--- config.mk ---
export PLATFORM = sky130hd
export DESIGN_NAME = nroc_ctrl
export DESIGN_NICKNAME = d
export VERILOG_FILES = /design/src/sv/assert_macros.svh /design/src/sv/nroc_pkg.sv /design/src/sv/nroc_ctrl.sv
export SDC_FILE = /design/constraint.sdc
export NUM_CORES = 1
export LEC_CHECK = 0
export BUFFER_PORTS_ARGS = -buffer_cell sky130_fd_sc_hd__buf_2
export CAP_MARGIN = 10
export CORE_AREA = 2 2 39 41
export DETAILED_ROUTE_END_ITERATION = 8
export DIE_AREA = 0 0 41 43
export HOLD_SLACK_MARGIN = 0.06
export PLACE_DENSITY = 0.66
export SYNTH_ARGS = -nofsm -noshare
export SYNTH_HDL_FRONTEND = slang
export SYNTH_SLANG_ARGS = --single-unit
--- constraint.sdc ---
create_clock -name clk -period 1.9 [get_ports clk]
set_clock_uncertainty 0.2 [all_clocks]
set_input_delay 0.095 -clock clk [delete_from_list [all_inputs] [get_ports clk]]
set_output_delay 0.095 -clock clk [all_outputs]
set_load 0.02 [all_outputs]
--- src/sv/assert_macros.svh ---
// Assertion macros used by the top level of the compactor.
`ifndef ASSERT_MACROS_SVH
`define ASSERT_MACROS_SVH

`ifndef NO_ASSERTIONS

`define NROC_ASSERT(lbl, prop, msg) \
  lbl: assert property (@(posedge clk) disable iff (rst) prop) else $error(msg);

`define NROC_ASSERT_RST(lbl, prop, msg) \
  lbl: assert property (@(posedge clk) prop) else $error(msg);

`else

`define NROC_ASSERT(lbl, prop, msg)

`define NROC_ASSERT_RST(lbl, prop, msg)

`endif

`endif

--- src/sv/nroc_pkg.sv ---
// Shared types, codes and helpers of the NaN row omit compactor.
`timescale 1ns / 1ps

package nroc_pkg;

  localparam int CFG_IDX_W  = 4;
  localparam int CFG_DATA_W = 9;
  localparam int ROW_CNT_W  = 9;
  localparam int COL_CNT_W  = 5;
  localparam int WORD_W     = 32;

  localparam logic [CFG_IDX_W-1:0] CFG_ROW_COUNT    = CFG_IDX_W'(0);
  localparam logic [CFG_IDX_W-1:0] CFG_COLUMN_COUNT = CFG_IDX_W'(1);

  localparam logic [WORD_W-1:0] EXP_MASK  = 32'h7f80_0000;
  localparam logic [WORD_W-1:0] MANT_MASK = 32'h007f_ffff;

  // controller to datapath
  typedef struct packed {
    logic load;
    logic restart;
    logic scan_init;
    logic scan_step;
    logic take_first;
    logic read_issue;
    logic adv_row;
    logic adv_col;
    logic out_nodata;
    logic out_data;
    logic last;
  } nroc_cmd_t;

  // datapath to controller
  typedef struct packed {
    logic load_last;
    logic surv_after_zero;
    logic surv_zero;
    logic scan_end;
    logic scan_kept;
    logic col_last;
  } nroc_sts_t;

  // NA pattern is a NaN as well, so the plain NaN test covers it
  function automatic logic is_nan(logic [WORD_W-1:0] b);
    return ((b & EXP_MASK) == EXP_MASK) && ((b & MANT_MASK) != '0);
  endfunction

endpackage

--- src/sv/nroc_ctrl.sv ---
// Controller state machine: load, first-row search, emit, next-row search.
`timescale 1ns / 1ps

module nroc_ctrl import nroc_pkg::*; (
  input  logic      clk,
  input  logic      rst,
  input  logic      cfg_we,
  input  logic      start,
  input  logic      req_type,
  input  nroc_sts_t sts,
  output nroc_cmd_t cmd,
  output logic      busy
);

  typedef enum logic [3:0] {
    ST_LOAD  = 4'b0001,
    ST_FIRST = 4'b0010,
    ST_EMIT  = 4'b0100,
    ST_NEXT  = 4'b1000
  } state_t;

  state_t state, state_next;
  logic   accept;

  assign busy   = (state == ST_FIRST) || (state == ST_NEXT);
  assign accept = start && !busy;

  always_comb begin
    cmd        = '0;
    state_next = state;
    case (state)
      ST_LOAD: begin
        if (accept && req_type) begin
          cmd.out_nodata = 1'b1;
        end else if (accept) begin
          cmd.load = 1'b1;
          if (sts.load_last) begin
            if (sts.surv_after_zero) begin
              state_next = ST_EMIT;
            end else begin
              cmd.scan_init = 1'b1;
              state_next    = ST_FIRST;
            end
          end
        end
      end
      ST_FIRST: begin
        if (sts.scan_kept) begin
          cmd.take_first = 1'b1;
          state_next     = ST_EMIT;
        end else begin
          cmd.scan_step = 1'b1;
        end
      end
      ST_EMIT: begin
        if (accept && req_type) begin
          if (sts.surv_zero) begin
            cmd.out_nodata = 1'b1;
            cmd.restart    = 1'b1;
            state_next     = ST_LOAD;
          end else begin
            cmd.read_issue = 1'b1;
            state_next     = ST_NEXT;
          end
        end
      end
      ST_NEXT: begin
        if (sts.scan_kept) begin
          cmd.out_data = 1'b1;
          cmd.adv_row  = 1'b1;
          state_next   = ST_EMIT;
        end else if (sts.scan_end) begin
          cmd.out_data = 1'b1;
          cmd.last     = sts.col_last;
          if (sts.col_last) begin
            cmd.restart = 1'b1;
            state_next  = ST_LOAD;
          end else begin
            cmd.adv_col = 1'b1;
            state_next  = ST_EMIT;
          end
        end else begin
          cmd.scan_step = 1'b1;
        end
      end
      default: begin
        state_next = ST_LOAD;
      end
    endcase
    if (cfg_we) begin
      state_next = ST_LOAD;
    end
  end

  always_ff @(posedge clk) begin
    if (rst) begin
      state <= ST_LOAD;
    end else begin
      state <= state_next;
    end
  end

endmodule

==> out/summary.json <==
{
  "grt_pass1_vias": {"value": 501},
  "synthesis.area": {"value": 422, "unit": "sq um"},
  "placement_rows": {"value": 14},
  "post_layout_instance_count_excluding_filler_cells": {"value": 106},
  "setup_violations": {"value": 4},
  "cp-startpoint": {"value": "state[2]$_SDFFE_PP0P_"},
  "clk-insertion-delay-late": {"value": 0.23, "unit": "ns"},
  "worstPathMaxFanout": {"value": 5},
  "grt_max_degree": {"value": 8},
  "cts_htree_levels": {"value": 1},
  "largest_register_ffs": {"value": 4},
  "final.fill_count": {"value": 132},
  "drc_violations": {"value": 0},
  "worst_hold_path_class": {"value": "primary input to register"},
  "fp.dieW": {"value": 41, "unit": "microns"},
  "maxCapViolCount": {"value": 0},
  "hold-path-endpoint": {"value": "state[3]$_SDFFE_PP0P_"},
  "grt_first_pass_wirelength": {"value": 1770, "unit": "microns"},
  "worst_ir_drop_vdd": {"value": 0.208, "unit": "mV"},
  "drive_above_1_share": {"value": 55.6, "unit": "%"},
  "clock_tree_root": {"value": "sky130_fd_sc_hd__clkbuf_4"},
  "layout_commonest_cell": {"value": "sky130_fd_sc_hd__buf_2"},
  "critPathArrivalTime": {"value": 1.86, "unit": "ns"},
  "crit_reg_reg_startpoint": {"value": "state[2]$_SDFFE_PP0P_"},
  "synth_enable_flop_cells": {"value": 0},
  "synth.yosys.seq_area_share": {"value": 19.0, "unit": "%"},
  "grt_antenna_before_repair": {"value": 0},
  "layout.cells.most_common_list": {"value": "18 x sky130_fd_sc_hd__buf_2, 11 x sky130_fd_sc_hd__buf_4, 5 x sky130_fd_sc_hd__nand2_1, 4 x sky130_fd_sc_hd__nor3_1"},
  "r2r_setup_slack": {"value": -0.05, "unit": "ns"},
  "detail_route.vias_per_cell": {"value": 4.95},
  "post_synth.cell_area_avg": {"value": 7.81, "unit": "sq um"},
  "r2r_cells": {"value": 6},
  "status": {"value": "finished with violations"},
  "globalRouteOverflowTotal": {"value": 0},
  "ys.warnings.count": {"value": 0},
  "async_flop_share": {"value": 0, "unit": "%"},
  "setup.worst_path.class": {"value": "register to register"},
  "grt_overall_usage": {"value": 14.7, "unit": "%"},
  "cp-end-kind": {"value": "register"},
  "num_vias": {"value": 525},
  "dpl.cell_count": {"value": 96},
  "worst_hold_path.num_cells": {"value": 4},
  "timing.final.ws_setup": {"value": -0.0453, "unit": "ns"},
  "period_share": {"value": 102, "unit": "%"},
  "synth_cell_type_count": {"value": 32},
  "final_hold_slack": {"value": 0.108, "unit": "ns"},
  "place_congestion": {"value": 0.751},
  "ys_ff_latch": {"value": 4},
  "floorplan.die_area": {"value": 1760, "unit": "sq um"},
  "fin_crit": {"value": 1.95, "unit": "ns"},
  "nets": {"value": 103},
  "design.portCount": {"value": 23},
  "drtPass1Iterations": {"value": 4},
  "cts_tree": {"value": "yes"},
  "startpoint_types": {"value": "register"},
  "power.density_cell_area": {"value": 388, "unit": "nW/um^2"},
  "synth.top_cell.area_share": {"value": 19.0, "unit": "%"},
  "power_leakage": {"value": 0.000348, "unit": "uW"},
  "core_area": {"value": 1380, "unit": "sq um"},
  "routed_wire_length_per_instance": {"value": 11.1, "unit": "microns"},
  "grt_setup_unrepaired": {"value": "true"},
  "largest_registers": {"value": "state x4"},
  "violations_in_the_final_reports": {"value": "setup timing"},
  "cts_num_sinks": {"value": 4},
  "number_of_nets_in_the_synthesized_netlist": {"value": 65},
  "worst_hold_startpoint": {"value": "sts[3]"},
  "regToRegEndpoint": {"value": "state[2]$_SDFFE_PP0P_"},
  "post_synth_inst_count": {"value": 54},
  "synth-main-ff-cell": {"value": "sky130_fd_sc_hd__dfxtp_1"},
  "worst-endpoint-required": {"value": 1.82, "unit": "ns"},
  "post-dp-hpwl": {"value": 928, "unit": "microns"},
  "dr.first_iter.drc_count": {"value": 8},
  "final_hold_viol_count": {"value": 0},
  "tritoncts.num_buffers": {"value": 3},
  "antenna_cells": {"value": 0},
  "syn_to_final_growth": {"value": 75.4, "unit": "%"},
  "max_slew_violation_total_from_the_final_report": {"value": 0},
  "ctsLongestPathBuffers": {"value": 2},
  "timing_worst_slew_pin_value": {"value": 0.370, "unit": "ns"},
  "portBuffers": {"value": 22},
  "regMostFlops": {"value": "state"},
  "initial_utilization": {"value": 30.5, "unit": "%"},
  "max-slew-margin-rel": {"value": 75.1, "unit": "%"},
  "yosysTopAreaCell": {"value": "sky130_fd_sc_hd__dfxtp_1"},
  "ant_nets": {"value": 0},
  "die_height": {"value": 43, "unit": "microns"},
  "detail_route.wirelength": {"value": 1180, "unit": "microns"},
  "clkSlewWorstSetupHoldPaths": {"value": 0.04, "unit": "ns"},
  "achievable-frequency": {"value": 514, "unit": "MHz"},
  "synth_area_leaders": {"value": "sky130_fd_sc_hd__dfxtp_1 19%, sky130_fd_sc_hd__or4b_4 6.5%, sky130_fd_sc_hd__nor3_1 5.9%"}
}
[logic make-up after synthesis]
kind of cell	after synthesis	synth area share [%]
DFF	4	19.0
AOI/OAI and AO/OA	16	27.6
xor gates and xnor gates	1	2.08
buffers and inverters	4	5.64
muxes	1	2.37
and+or+nand+nor	28	43.3
[how the worst max path moves through the flow]
stage,end,slack (ns)
after global placement,state[0]$_SDFFE_PP1P_,0.07
after global routing,state[2]$_SDFFE_PP0P_,-0.11
final,state[2]$_SDFFE_PP0P_,-0.05
after floorplan,state[1]$_SDFFE_PP0P_,-0.03
after CTS,cmd[8],-0.05
after detailed placement,state[0]$_SDFFE_PP1P_,0.05
[per-layer routing]
layer,routed length (microns),vias to the layer above,GRT usage (%)
met5,0,-,0
met4,0,0,6.00
met3,47,0,3.14
met2,625,15,27.2
met1,504,234,14.1
li1,-,276,-
[repair_timing]
action / 4_1_cts / 5_1_grt
pin swaps: 4 / 6
resized for setup: 11 / 8
hold buffers: 3 / 0
hold endpoints to repair: 4 / 0
setup endpoints to repair: 4 / 9
buffers inserted: 3 / 1
[through the flow]
| stage | power [uW] | cell area [sq um] | setup TNS (ns) | worst slack [ns] | utilization, % |
|---|---|---|---|---|---|
| final | 287 | 739 | -0.104 | -0.0453 | 53.4 |
| after detailed placement | 165 | 593 | 0 | 0.0546 | 42.9 |
| after global placement | 165 | 593 | 0 | 0.0651 | 42.9 |
| after global routing | 311 | 739 | -0.473 | -0.112 | 53.4 |
| after floorplan | 139 | 434 | -0.0325 | -0.0325 | - |
| after CTS | 279 | 696 | -0.149 | -0.0489 | 50.3 |
[cell type report]
class                   count  area (sq um)  area share (%)
multi-input cells          46           369            49.9
repair buffers             35           236            32.0
flip-flops and latches      4          83.8            11.3
clock buffers               3          22.5            3.05
well taps                  16          20.0            2.71
inverters                   2          7.51            1.02
[synthesized netlist by cell type, drive strengths merged (2+ instances only)]
| cell type | number |
|---|---|
| buf | 2 |
| nand2 | 5 |
| inv | 2 |
| o21a | 2 |
| nand2b | 2 |
| nor2 | 2 |
| nor3 | 6 |
| a21oi | 2 |
| or4b | 2 |
| dfxtp | 4 |
| nor2b | 3 |
| o2bb2ai | 2 |
| and3 | 2 |
| o21ai | 3 |
[worst max-delay path, cell delays in order (launching register included)]
cell and delay, ns:
sky130_fd_sc_hd__dfxtp_2 0.33, sky130_fd_sc_hd__or4b_4 0.56, sky130_fd_sc_hd__buf_4 0.17, sky130_fd_sc_hd__a22oi_2 0.19, sky130_fd_sc_hd__o21a_1 0.15, sky130_fd_sc_hd__nor2_1 0.07, sky130_fd_sc_hd__a31o_1 0.17
[where the power goes]
group	leakage [uW]	internal, uW	switching [uW]
combinational	0.000302	46.9	47.1
clock	0.0000138	70.5	32.5
sequential	0.0000329	87.4	2.75
Note: power is estimated with default switching activity, not from simulation.
